$ cat src/design/tbuc_pkg.sv
// ---------------------------------------------------------------------------
// tbuc_pkg: shared types and constants of the thermal upscaler
// Frame geometry, weight constants, the channel payload types and the
// command and status groups between the controller and the datapath.
// ---------------------------------------------------------------------------
package tbuc_pkg;

    // Frame geometry and sample width.
    localparam int FRAME_WIDTH  = 32;
    localparam int FRAME_HEIGHT = 24;
    localparam int TEMP_BITS    = 10;

    localparam int COL_BITS = (FRAME_WIDTH  > 1) ? $clog2(FRAME_WIDTH)  : 1;
    localparam int ROW_BITS = (FRAME_HEIGHT > 1) ? $clog2(FRAME_HEIGHT) : 1;

    // Bilinear weights: step per sub-position and full scale.
    localparam int W_STEP   = 102;
    localparam int W_FULL   = 512;
    localparam int W_BITS   = 10;
    localparam int ACC_SHIFT = 18;

    // Datapath word widths.
    localparam int P_BITS = TEMP_BITS + W_BITS;
    localparam int Q_BITS = P_BITS + W_BITS;

    // Gray clamp.
    localparam int GRAY_LIMIT = 250;
    localparam int GRAY_MAX   = 255;

    // Sub-positions run 0 to SUB_LAST on each axis.
    localparam logic [2:0] SUB_LAST = 3'd4;

    typedef logic [TEMP_BITS-1:0] t_temp;
    typedef logic [COL_BITS-1:0]  t_col;
    typedef logic [ROW_BITS-1:0]  t_row;

    typedef struct packed {
        logic [9:0] temp_value;
        logic       frame_start;
    } t_in_item;

    typedef struct packed {
        logic [4:0]  cell_row;
        logic [4:0]  cell_col;
        logic [2:0]  sub_row;
        logic [2:0]  sub_col;
        logic [15:0] rgb565;
        logic        last_of_cell;
    } t_out_item;

    // Controller to datapath.
    typedef struct packed {
        logic       load;      // take the input item, start the line store read
        logic       capture;   // latch the upper-right corner, write the line store
        logic       issue;     // start one sub-pixel down the pipeline
        logic [2:0] sub_row;
        logic [2:0] sub_col;
        logic       last;
        logic       commit;    // shift the corners for the next pixel
    } t_cmd;

    // Datapath to controller.
    typedef struct packed {
        logic cell_done;   // the current pixel completes a cell
        logic adv;         // the pipeline moves this cycle
    } t_stat;

endpackage

$ cat src/design/thermal_bilinear_upscale_colormap.sv
// ---------------------------------------------------------------------------
// thermal_bilinear_upscale_colormap: 5x bilinear thermal upscaler
// Turns raster temperature pixels into false-colored RGB565 sub-pixels.
// ---------------------------------------------------------------------------
// Temperature pixels arrive one item at a time in raster order; frame_start
// restarts the position at row 0, column 0, and the position also wraps by
// itself after the last pixel of a frame. Every pixel at row 1 or later and
// column 1 or later completes the cell whose lower-right corner it is, and
// for that cell the block sends 25 result items, sub-rows outer, with
// last_of_cell set on the 25th. A completing pixel occupies the input through
// accept, line store read, 25 sub-pixel issues at one per cycle while the
// output does not stall, and corner shift; a pixel on the first row or
// column takes only accept, read and corner shift. Each sub-pixel passes
// a five-stage blend pipeline, and the next pixel is taken while the
// pipeline still drains. A stall on the output holds the whole pipeline
// and the issue.
module thermal_bilinear_upscale_colormap
    import tbuc_pkg::*;
(
    input  logic      i_clk,
    input  logic      i_rst_n,
    input  logic      i_in_valid,
    output logic      o_in_ready,
    input  t_in_item  i_in,
    output logic      o_out_valid,
    input  logic      i_out_ready,
    output t_out_item o_out
);

    t_cmd  cmd;
    t_stat stat;

    // Sequencing of each item.
    tbuc_ctrl u_ctrl (
        .i_clk      (i_clk),
        .i_rst_n    (i_rst_n),
        .i_in_valid (i_in_valid),
        .o_in_ready (o_in_ready),
        .i_stat     (stat),
        .o_cmd      (cmd)
    );

    // Storage and blend arithmetic.
    tbuc_dpath u_dpath (
        .i_clk       (i_clk),
        .i_rst_n     (i_rst_n),
        .i_in        (i_in),
        .i_cmd       (cmd),
        .o_stat      (stat),
        .o_out_valid (o_out_valid),
        .i_out_ready (i_out_ready),
        .o_out       (o_out)
    );

endmodule

$ cat src/design/tbuc_ram.sv
// ---------------------------------------------------------------------------
// tbuc_ram: generic single-port-write, single-port-read RAM
// One write and one registered read per cycle.
// ---------------------------------------------------------------------------
module tbuc_ram #(
    parameter int WIDTH = 8,
    parameter int DEPTH = 32
) (
    input  logic                                   i_clk,
    input  logic                                   i_we,
    input  logic [((DEPTH > 1) ? $clog2(DEPTH) : 1)-1:0] i_waddr,
    input  logic [WIDTH-1:0]                       i_wdata,
    input  logic                                   i_re,
    input  logic [((DEPTH > 1) ? $clog2(DEPTH) : 1)-1:0] i_raddr,
    output logic [WIDTH-1:0]                       o_rdata
);

    logic [WIDTH-1:0] r_mem [DEPTH];
    logic [WIDTH-1:0] r_rdata;

    // Write port and registered read port.
    always_ff @(posedge i_clk) begin
        if (i_we) begin
            r_mem[i_waddr] <= i_wdata;
        end
        if (i_re) begin
            r_rdata <= r_mem[i_raddr];
        end
    end

    assign o_rdata = r_rdata;

endmodule

$ cat src/design/tbuc_ctrl.sv
// ---------------------------------------------------------------------------
// tbuc_ctrl: sequencing of one input item
// Accepts an item, waits for the line store read, issues the 25 sub-pixels
// of a completed cell and finally shifts the corner registers.
// ---------------------------------------------------------------------------
module tbuc_ctrl
    import tbuc_pkg::*;
(
    input  logic  i_clk,
    input  logic  i_rst_n,
    input  logic  i_in_valid,
    output logic  o_in_ready,
    input  t_stat i_stat,
    output t_cmd  o_cmd
);

    typedef enum logic [3:0] {
        S_IDLE   = 4'b0001,
        S_READ   = 4'b0010,
        S_ISSUE  = 4'b0100,
        S_COMMIT = 4'b1000
    } t_state;

    t_state     r_state, n_state;
    logic [2:0] r_sy, n_sy;
    logic [2:0] r_sx, n_sx;
    logic       accept;
    logic       last_sub;

    assign o_in_ready = (r_state == S_IDLE);
    assign accept     = i_in_valid && o_in_ready;
    assign last_sub   = (r_sy == SUB_LAST) && (r_sx == SUB_LAST);

    // Commands to the datapath.
    always_comb begin
        o_cmd         = '0;
        o_cmd.load    = accept;
        o_cmd.capture = (r_state == S_READ);
        o_cmd.issue   = (r_state == S_ISSUE) && i_stat.adv;
        o_cmd.sub_row = r_sy;
        o_cmd.sub_col = r_sx;
        o_cmd.last    = last_sub;
        o_cmd.commit  = (r_state == S_COMMIT);
    end

    // Next state and sub-position counters.
    always_comb begin
        n_state = r_state;
        n_sy    = r_sy;
        n_sx    = r_sx;
        case (r_state)
            S_IDLE: begin
                if (accept) begin
                    n_state = S_READ;
                end
            end
            S_READ: begin
                n_sy    = '0;
                n_sx    = '0;
                n_state = i_stat.cell_done ? S_ISSUE : S_COMMIT;
            end
            S_ISSUE: begin
                if (i_stat.adv) begin
                    if (last_sub) begin
                        n_state = S_COMMIT;
                    end else if (r_sx == SUB_LAST) begin
                        n_sx = '0;
                        n_sy = r_sy + 3'd1;
                    end else begin
                        n_sx = r_sx + 3'd1;
                    end
                end
            end
            S_COMMIT: begin
                n_state = S_IDLE;
            end
            default: begin
                n_state = S_IDLE;
            end
        endcase
    end

    // State registers.
    always_ff @(posedge i_clk) begin
        if (!i_rst_n) begin
            r_state <= S_IDLE;
            r_sy    <= '0;
            r_sx    <= '0;
        end else begin
            r_state <= n_state;
            r_sy    <= n_sy;
            r_sx    <= n_sx;
        end
    end

    // An accepted item always goes to the line store read next.
    a_accept_read: assert property (@(posedge i_clk) disable iff (!i_rst_n)
        accept |=> (r_state == S_READ))
        else $error("accepted item did not start the line store read");

    // Sub-pixels are issued only while sequencing a cell.
    a_issue_state: assert property (@(posedge i_clk) disable iff (!i_rst_n)
        o_cmd.issue |-> (r_state == S_ISSUE))
        else $error("sub-pixel issued outside the issue state");

    // The last sub-pixel of a cell is followed by the corner shift.
    a_last_commit: assert property (@(posedge i_clk) disable iff (!i_rst_n)
        (o_cmd.issue && last_sub) |=> (r_state == S_COMMIT))
        else $error("corner shift did not follow the last sub-pixel");

    // Sub-position counters stay in range.
    a_sub_range: assert property (@(posedge i_clk) disable iff (!i_rst_n)
        (r_sy <= SUB_LAST) && (r_sx <= SUB_LAST))
        else $error("sub-position counter out of range");

endmodule

$ cat src/design/tbuc_dpath.sv
// ---------------------------------------------------------------------------
// tbuc_dpath: position counters, line store, corners and blend pipeline
// The blend pipeline has five stages: corner products, vertical sums,
// horizontal products, gray value and false-color output register.
// ---------------------------------------------------------------------------
module tbuc_dpath
    import tbuc_pkg::*;
(
    input  logic      i_clk,
    input  logic      i_rst_n,
    input  t_in_item  i_in,
    input  t_cmd      i_cmd,
    output t_stat     o_stat,
    output logic      o_out_valid,
    input  logic      i_out_ready,
    output t_out_item o_out
);

    typedef struct packed {
        logic [4:0] cell_row;
        logic [4:0] cell_col;
        logic [2:0] sub_row;
        logic [2:0] sub_col;
        logic       last;
    } t_tag;

    localparam t_col COL_LAST = COL_BITS'(FRAME_WIDTH - 1);
    localparam t_row ROW_LAST = ROW_BITS'(FRAME_HEIGHT - 1);

    // Weight of the far corner for sub-position s.
    function automatic logic [W_BITS-1:0] w_far(input logic [2:0] s);
        return W_BITS'(int'(s) * W_STEP);
    endfunction

    // x * 255 / 64 for a 6-bit x.
    function automatic logic [7:0] ramp(input logic [5:0] x);
        logic [13:0] prod;
        prod = {x, 8'h00} - 14'(x);
        return prod[13:6];
    endfunction

    // Four-segment false-color map, packed as RGB565.
    function automatic logic [15:0] color_map(input logic [7:0] g);
        logic [7:0] red, grn, blu;
        red = '0;
        grn = '0;
        blu = '0;
        case (g[7:6])
            2'd0: begin
                blu = ramp(g[5:0]);
            end
            2'd1: begin
                grn = ramp(g[5:0]);
                blu = ramp(~g[5:0]);
            end
            2'd2: begin
                red = ramp(g[5:0]);
                grn = 8'hFF;
            end
            2'd3: begin
                red = 8'hFF;
                grn = ramp(~g[5:0]);
            end
            default: begin
                red = '0;
            end
        endcase
        return {red[7:3], grn[7:2], blu[7:3]};
    endfunction

    // Position and corner state.
    t_col  r_col_cnt, n_col_cnt;
    t_row  r_row_cnt, n_row_cnt;
    t_col  r_col, pos_col;
    t_row  r_row, pos_row;
    t_temp r_cur, r_ur, r_al, r_left;
    t_temp ram_rdata;
    logic  adv;

    // Pipeline registers.
    logic              r_v1, r_v2, r_v3, r_v4, r_out_valid;
    t_tag              r_t1, r_t2, r_t3, r_t4;
    logic [P_BITS-1:0] r_p0, r_p1, r_p2, r_p3;
    logic [P_BITS-1:0] r_s0, r_s1;
    logic [Q_BITS-1:0] r_q0, r_q1;
    logic [7:0]        r_gray;
    t_out_item         r_out;

    logic [W_BITS-1:0] wy1, wy0, wx1, wx0;
    logic [Q_BITS-1:0] acc;
    logic [10:0]       gray_x8;
    t_tag              tag0;

    // Position of the incoming pixel and the next counter values.
    always_comb begin
        pos_col = i_in.frame_start ? '0 : r_col_cnt;
        pos_row = i_in.frame_start ? '0 : r_row_cnt;
        n_col_cnt = pos_col + COL_BITS'(1);
        n_row_cnt = pos_row;
        if (pos_col == COL_LAST) begin
            n_col_cnt = '0;
            n_row_cnt = (pos_row == ROW_LAST) ? '0 : pos_row + ROW_BITS'(1);
        end
    end

    always_ff @(posedge i_clk) begin
        if (!i_rst_n) begin
            r_col_cnt <= '0;
            r_row_cnt <= '0;
            r_al      <= '0;
            r_left    <= '0;
        end else begin
            if (i_cmd.load) begin
                r_col_cnt <= n_col_cnt;
                r_row_cnt <= n_row_cnt;
            end
            if (i_cmd.commit) begin
                r_al   <= r_ur;
                r_left <= r_cur;
            end
        end
    end

    // Current pixel, its position and its upper-right neighbor.
    always_ff @(posedge i_clk) begin
        if (i_cmd.load) begin
            r_cur <= t_temp'(i_in.temp_value);
            r_col <= pos_col;
            r_row <= pos_row;
        end
        if (i_cmd.capture) begin
            r_ur <= ram_rdata;
        end
    end

    // Line store holds the previous row.
    tbuc_ram #(
        .WIDTH (TEMP_BITS),
        .DEPTH (FRAME_WIDTH)
    ) u_line (
        .i_clk   (i_clk),
        .i_we    (i_cmd.capture),
        .i_waddr (r_col),
        .i_wdata (r_cur),
        .i_re    (i_cmd.load),
        .i_raddr (pos_col),
        .o_rdata (ram_rdata)
    );

    assign o_stat.cell_done = (r_row != '0) && (r_col != '0);
    assign adv              = !r_out_valid || i_out_ready;
    assign o_stat.adv       = adv;

    // Weights for the issued row and for the column of stage three.
    always_comb begin
        wy1 = w_far(i_cmd.sub_row);
        wy0 = W_BITS'(W_FULL) - wy1;
        wx1 = w_far(r_t2.sub_col);
        wx0 = W_BITS'(W_FULL) - wx1;
        tag0.cell_row = 5'(r_row - ROW_BITS'(1));
        tag0.cell_col = 5'(r_col - COL_BITS'(1));
        tag0.sub_row  = i_cmd.sub_row;
        tag0.sub_col  = i_cmd.sub_col;
        tag0.last     = i_cmd.last;
    end

    // Blend sum, low byte scaled by eight and clamped.
    always_comb begin
        acc     = r_q0 + r_q1;
        gray_x8 = {acc[ACC_SHIFT+7:ACC_SHIFT], 3'b000};
    end

    // Pipeline valid bits; the whole pipeline holds while the output stalls.
    always_ff @(posedge i_clk) begin
        if (!i_rst_n) begin
            r_v1        <= 1'b0;
            r_v2        <= 1'b0;
            r_v3        <= 1'b0;
            r_v4        <= 1'b0;
            r_out_valid <= 1'b0;
        end else if (adv) begin
            r_v1        <= i_cmd.issue;
            r_v2        <= r_v1;
            r_v3        <= r_v2;
            r_v4        <= r_v3;
            r_out_valid <= r_v4;
        end
    end

    // Pipeline payload.
    always_ff @(posedge i_clk) begin
        if (adv) begin
            // Corner products with the vertical weights.
            r_p0 <= P_BITS'(r_al)   * P_BITS'(wy0);
            r_p1 <= P_BITS'(r_left) * P_BITS'(wy1);
            r_p2 <= P_BITS'(r_ur)   * P_BITS'(wy0);
            r_p3 <= P_BITS'(r_cur)  * P_BITS'(wy1);
            r_t1 <= tag0;
            // Vertical blends of the left and right columns.
            r_s0 <= r_p0 + r_p1;
            r_s1 <= r_p2 + r_p3;
            r_t2 <= r_t1;
            // Horizontal weighting.
            r_q0 <= Q_BITS'(r_s0) * Q_BITS'(wx0);
            r_q1 <= Q_BITS'(r_s1) * Q_BITS'(wx1);
            r_t3 <= r_t2;
            // Gray value.
            r_gray <= (gray_x8 > 11'(GRAY_LIMIT)) ? 8'(GRAY_MAX) : gray_x8[7:0];
            r_t4   <= r_t3;
            // False color into the output register.
            r_out.cell_row     <= r_t4.cell_row;
            r_out.cell_col     <= r_t4.cell_col;
            r_out.sub_row      <= r_t4.sub_row;
            r_out.sub_col      <= r_t4.sub_col;
            r_out.rgb565       <= color_map(r_gray);
            r_out.last_of_cell <= r_t4.last;
        end
    end

    assign o_out_valid = r_out_valid;
    assign o_out       = r_out;

    // A sub-pixel enters the pipeline only while the pipeline moves.
    a_issue_needs_adv: assert property (@(posedge i_clk) disable iff (!i_rst_n)
        i_cmd.issue |-> adv)
        else $error("sub-pixel issued while the pipeline was held");

    // Valid bits shift only when the pipeline moves.
    a_hold_valid: assert property (@(posedge i_clk) disable iff (!i_rst_n)
        !adv |=> (r_out_valid && $stable(r_v4) && $stable(r_v1)))
        else $error("pipeline moved while the output stalled");

    // The line store is read only on an accepted pixel, written only after it.
    a_capture_after_load: assert property (@(posedge i_clk) disable iff (!i_rst_n)
        i_cmd.load |=> i_cmd.capture)
        else $error("line store write did not follow the read");

endmodule

$ cat config.mk
export PLATFORM = sky130hd
export DESIGN_NAME = thermal_bilinear_upscale_colormap
export DESIGN_NICKNAME = d
export VERILOG_FILES = /design/src/design/tbuc_pkg.sv /design/src/design/thermal_bilinear_upscale_colormap.sv /design/src/design/tbuc_ram.sv /design/src/design/tbuc_ctrl.sv /design/src/design/tbuc_dpath.sv
export SDC_FILE = /design/constraint.sdc
export NUM_CORES = 2
export LEC_CHECK = 0
export ABC_AREA = 1
export BUFFER_PORTS_ARGS = -buffer_cell sky130_fd_sc_hd__buf_2
export CAP_MARGIN = 25
export CORE_ASPECT_RATIO = 1.2
export CORE_UTILIZATION = 65
export CTS_CLUSTER_DIAMETER = 80
export DETAILED_ROUTE_END_ITERATION = 16
export PLACE_DENSITY_LB_ADDON = 0.05
export SYNTH_ARGS = -nofsm -noshare
export SYNTH_HDL_FRONTEND = slang
export SYNTH_SLANG_ARGS = --single-unit
$ cat constraint.sdc
create_clock -name i_clk -period 9.1 [get_ports i_clk]
set_input_delay 0.455 -clock i_clk [delete_from_list [all_inputs] [get_ports i_clk]]
set_output_delay 0.455 -clock i_clk [all_outputs]
set_load 0.005 [all_outputs]
==> flow_summary_export.csv <==
group,metric,value,unit
detailed_routing,drt_iter0_drc,2590,
synthesis,synthAdderAreaFrac,27.8,%
grt,grt_pass1_vias,34997,
synthesis,netlist-cell-type-count,54,
synthesis,yosysTopAreaCell,"edfxtp_1",
sta,period_share,82.8,%
detailed_routing,drtAntennaViolNets,0,
placement,gp_congestion,0.906,
synthesis,synthFlopType,"edfxtp_1",
sta,worst_hold_slack,0.199,ns
grt,grtUsageMet2,57.7,%
detailed_routing,vias_per_cell,5.68,
synthesis,synthCells,4946,
cells_and_area,n_antenna_cell,0,
setup_path,max_stage_delay,0.63,ns
synthesis,synth_top_area_share,38.5,%
placement,port_buffers,49,
cts,htree_levels,3,
placement,dp_hpwl,87100,um
synthesis,ys.warnings.count,0,
grt,groute.usage.overall,31.4,%
detailed_routing,drcViolationCount,0,
hold_path,min-delay-start,"i_out_ready",
sta,setup_violations,0,
hold_path,min_path_cells,4,
setup_path,cp-start-kind,"register",
cts,cts_tree,"built",
cts,cts_resized,0,
cells_and_area,sequential_cell_area,19800,um2
synthesis,synthMuxAreaShare,0,%
sta,period_needed,7.53,ns
pwr,worst_ir_drop_vdd,0.000194,V
sta,hold_viol_final,0,
cts,clk_pin_slew,0.06,ns
cts,numCtsBuffers,71,
detailed_routing,wl_per_cell,19.4,um
hold_path,hold_path_end,"u_dpath.o_out_valid",
cells_and_area,nets,5785,
detailed_routing,vias,34228,
synthesis,synth_compound_area_share,8.23,%
detailed_routing,drtPass1Iterations,8,
cells_and_area,drive_above_1_share,4.75,%
setup_path,path_class,"reg -> reg",
job,drv_cap,0,
cells_and_area,areaGrowthSynthToFinish,7.05,%
synthesis,syn-num-nets,5775,
detailed_routing,drt_wl_total,117000,um
synthesis,yosys.area_share.simple,12.6,%
synthesis,synth_edf_count,629,
setup_path,r2r_end,"u_dpath.r_q0[25]",
synthesis,ys_top_cells_by_area,"edfxtp_1 38%, fa_1 19%, ha_1 9.0%",
pwr,leakage,24.2,nW
setup_path,path_common_cell,"inv_1",
setup_path,crit_path_end_kind,"register",
floorplanning,rows,110,
synthesis,synthArstFlopShare,0,%
cells_and_area,multiInputGateArea,25200,um2
grt,grt_util_met1,35.3,%
grt,grt_pass1_wl,184000,um
setup_path,crit_arrival,7.93,ns
grt,antenna_found_initial,0,
floorplanning,core,74900,um2
setup_path,rrSetupSlack,1.57,ns
sta,fin_skew,0.0352,ns
floorplanning,die_h,303,um
sta,max_freq,133,MHz
setup_path,worst-path-max-fanout,20,
pwr,power.density,159,nW/um2
grt,use_met3,3.68,%
synthesis,syn_area,49100,um2
grt,overflow,0,
status,outcome,"complete, no violations",
setup_path,r2r.worst_path.cells,28,
sta,rsz0062_at_grt,"no",
setup_path,critPathRequiredTime,9.49,ns
sta,finalSetupTns,0,ns
cells_and_area,nFillCells,5824,
cts,clock_sinks,674,
hold_path,worstHoldPathType,"in -> reg",
cts,cts.path.max_buffers,3,
grt,grt_max_degree,164,
sta,slew_headroom,27.8,%
floorplanning,die-area,76600,um2
grt,top_usage_layer,"met2",
sta,final_max_slew_viol_count,0,
setup_path,r2r_start,"u_dpath.r_t2[2]",
synthesis,ys_seq_area_share,40.3,%
setup_path,cpMaxStageDelayCell,"o311ai_0",
floorplanning,dieWidth,253,um
synthesis,synth.avg_cell_area,9.92,um2
sta,worst_slew_pin_slew,1.08,ns
floorplanning,ios,50,
floorplanning,start_util,65.6,%
cts,cts_root_buf,"clkbuf_16",
synthesis,synth_xor_area_share,2.63,%
synthesis,synth.ff_latch_count,674,
synthesis,synth_top_family_by_area,"adder cells",
cts,clkLatencyLatePin,0.65,ns
## what timing repair did
action                                 CTS  global route
hold buffers                            10             0
setup buffers                            0             0
endpoints found under the hold margin   10             0
## worst max-delay path: cells and delay by family, from the launching register on
family,cells,cell delay (ns)
AO/OA/AOI/OAI,2,0.78
adder cells (fa/ha/maj),8,3.16
buffers and inverters,10,1.10
flip-flops,1,0.42
AND/OR/NAND/NOR,8,1.83
## flip-flops by register name, summed over array words and instances (netlist names), 19 cells and up
signal	count
u_dpath.o_out	33
u_dpath.r_p0	19
u_dpath.r_p1	19
u_dpath.r_p2	19
u_dpath.r_p3	19
u_dpath.r_q0	24
u_dpath.r_q1	24
u_dpath.r_s0	19
u_dpath.r_s1	19
u_dpath.u_line.r_mem	320
## metal layers
layer  part of all wire (%)  up-vias
li1                       -    16052
met1                     36    16771
met2                     53     1080
met3                    4.9      325
met4                    5.7        0
met5                      0        -
## placed cells by master, fill, tap and decap left out, types with 6 or more instances in the layout
| master | instances |
|---|---|
| o22ai_1 | 41 |
| buf_4 | 35 |
| nor2_1 | 551 |
| ha_1 | 354 |
| buf_2 | 49 |
| o21ai_0 | 271 |
| nor3_1 | 33 |
| o211ai_1 | 44 |
| buf_6 | 6 |
| inv_1 | 881 |
| fa_1 | 460 |
| a21oi_1 | 195 |
| nand4_1 | 25 |
| dlygate4sd3_1 | 10 |
| nand2_2 | 8 |
| xor2_1 | 105 |
| nand2_1 | 801 |
| o21bai_1 | 8 |
| xnor2_1 | 39 |
| nor2_2 | 12 |
| edfxtp_1 | 629 |
| a21o_1 | 19 |
| o21a_1 | 10 |
| o31ai_1 | 14 |
| nand3_1 | 104 |
| clkinv_2 | 7 |
| o221ai_1 | 43 |
| clkbuf_16 | 73 |
| dfxtp_1 | 44 |
| inv_2 | 12 |
| clkbuf_1 | 19 |
| clkinv_1 | 18 |
| a211oi_1 | 11 |
| a31oi_1 | 17 |
## power breakdown
group | leakage [nW] | switching (W) | total [W] | internal, W
sequential | 6.78 | 0.000220 | 0.00391 | 0.00369
combinational | 16.3 | 0.00110 | 0.00167 | 0.000568
clock | 1.08 | 0.00124 | 0.00277 | 0.00152
total | 24.2 | 0.00256 | 0.00834 | 0.00578
## worst max path at each step
stage,startpoint,end,slack (ns),cells after the start
floorplan,i_out_ready,u_ctrl.r_sy[2],2.03,9
global placement,u_dpath.r_t2[2],u_dpath.r_q0[25],1.76,28
detailed placement,u_dpath.r_t2[2],u_dpath.r_q0[25],1.57,28
CTS,u_dpath.r_t2[2],u_dpath.r_q0[25],1.54,28
global route,u_dpath.r_t2[2],u_dpath.r_q0[25],1.14,28
finish,u_dpath.r_t2[2],u_dpath.r_q0[25],1.57,28
## cell families after synthesis
group / after synthesis
xor+xnor: 145
simple gates: 1552
flops: 674
buf+inv: 1066
compound gates: 695
fa+ha+maj: 814
## Yosys cell counts, types with 43 or more instances
master    count
a21oi_1     195
clkbuf_1    108
o211ai_1     44
nand3_1     104
ha_1        354
edfxtp_1    629
inv_1       882
dfxtp_1      45
fa_1        460
o221ai_1     43
xor2_1      105
o21ai_0     271
nor2_1      551
nand2_1     802
## cell type report
type / instances / area share (%)
Tap cell: 1008 / 2.40
Clock inverter: 35 / 0.533
Inverter: 901 / 6.47
Multi-Input combinational cell: 3206 / 47.9
Timing Repair Buffer: 102 / 1.35
Clock buffer: 95 / 3.69
Sequential cell: 674 / 37.7
## stage by stage
stage	setup slack, ns	util, %	area [um2]	power [W]	instances
after floorplan	2.03	-	49100	0.00508	4946
after CTS	1.54	70.1	52500	0.00838	6016
after global routing	1.14	70.2	52500	0.00873	6021
final	1.57	70.2	52500	0.00834	6021
after global placement	1.76	66.9	50100	0.00559	5869
after detailed placement	1.57	67.0	50200	0.00562	5876
No activity file was read; power rests on OpenSTA's default activity.
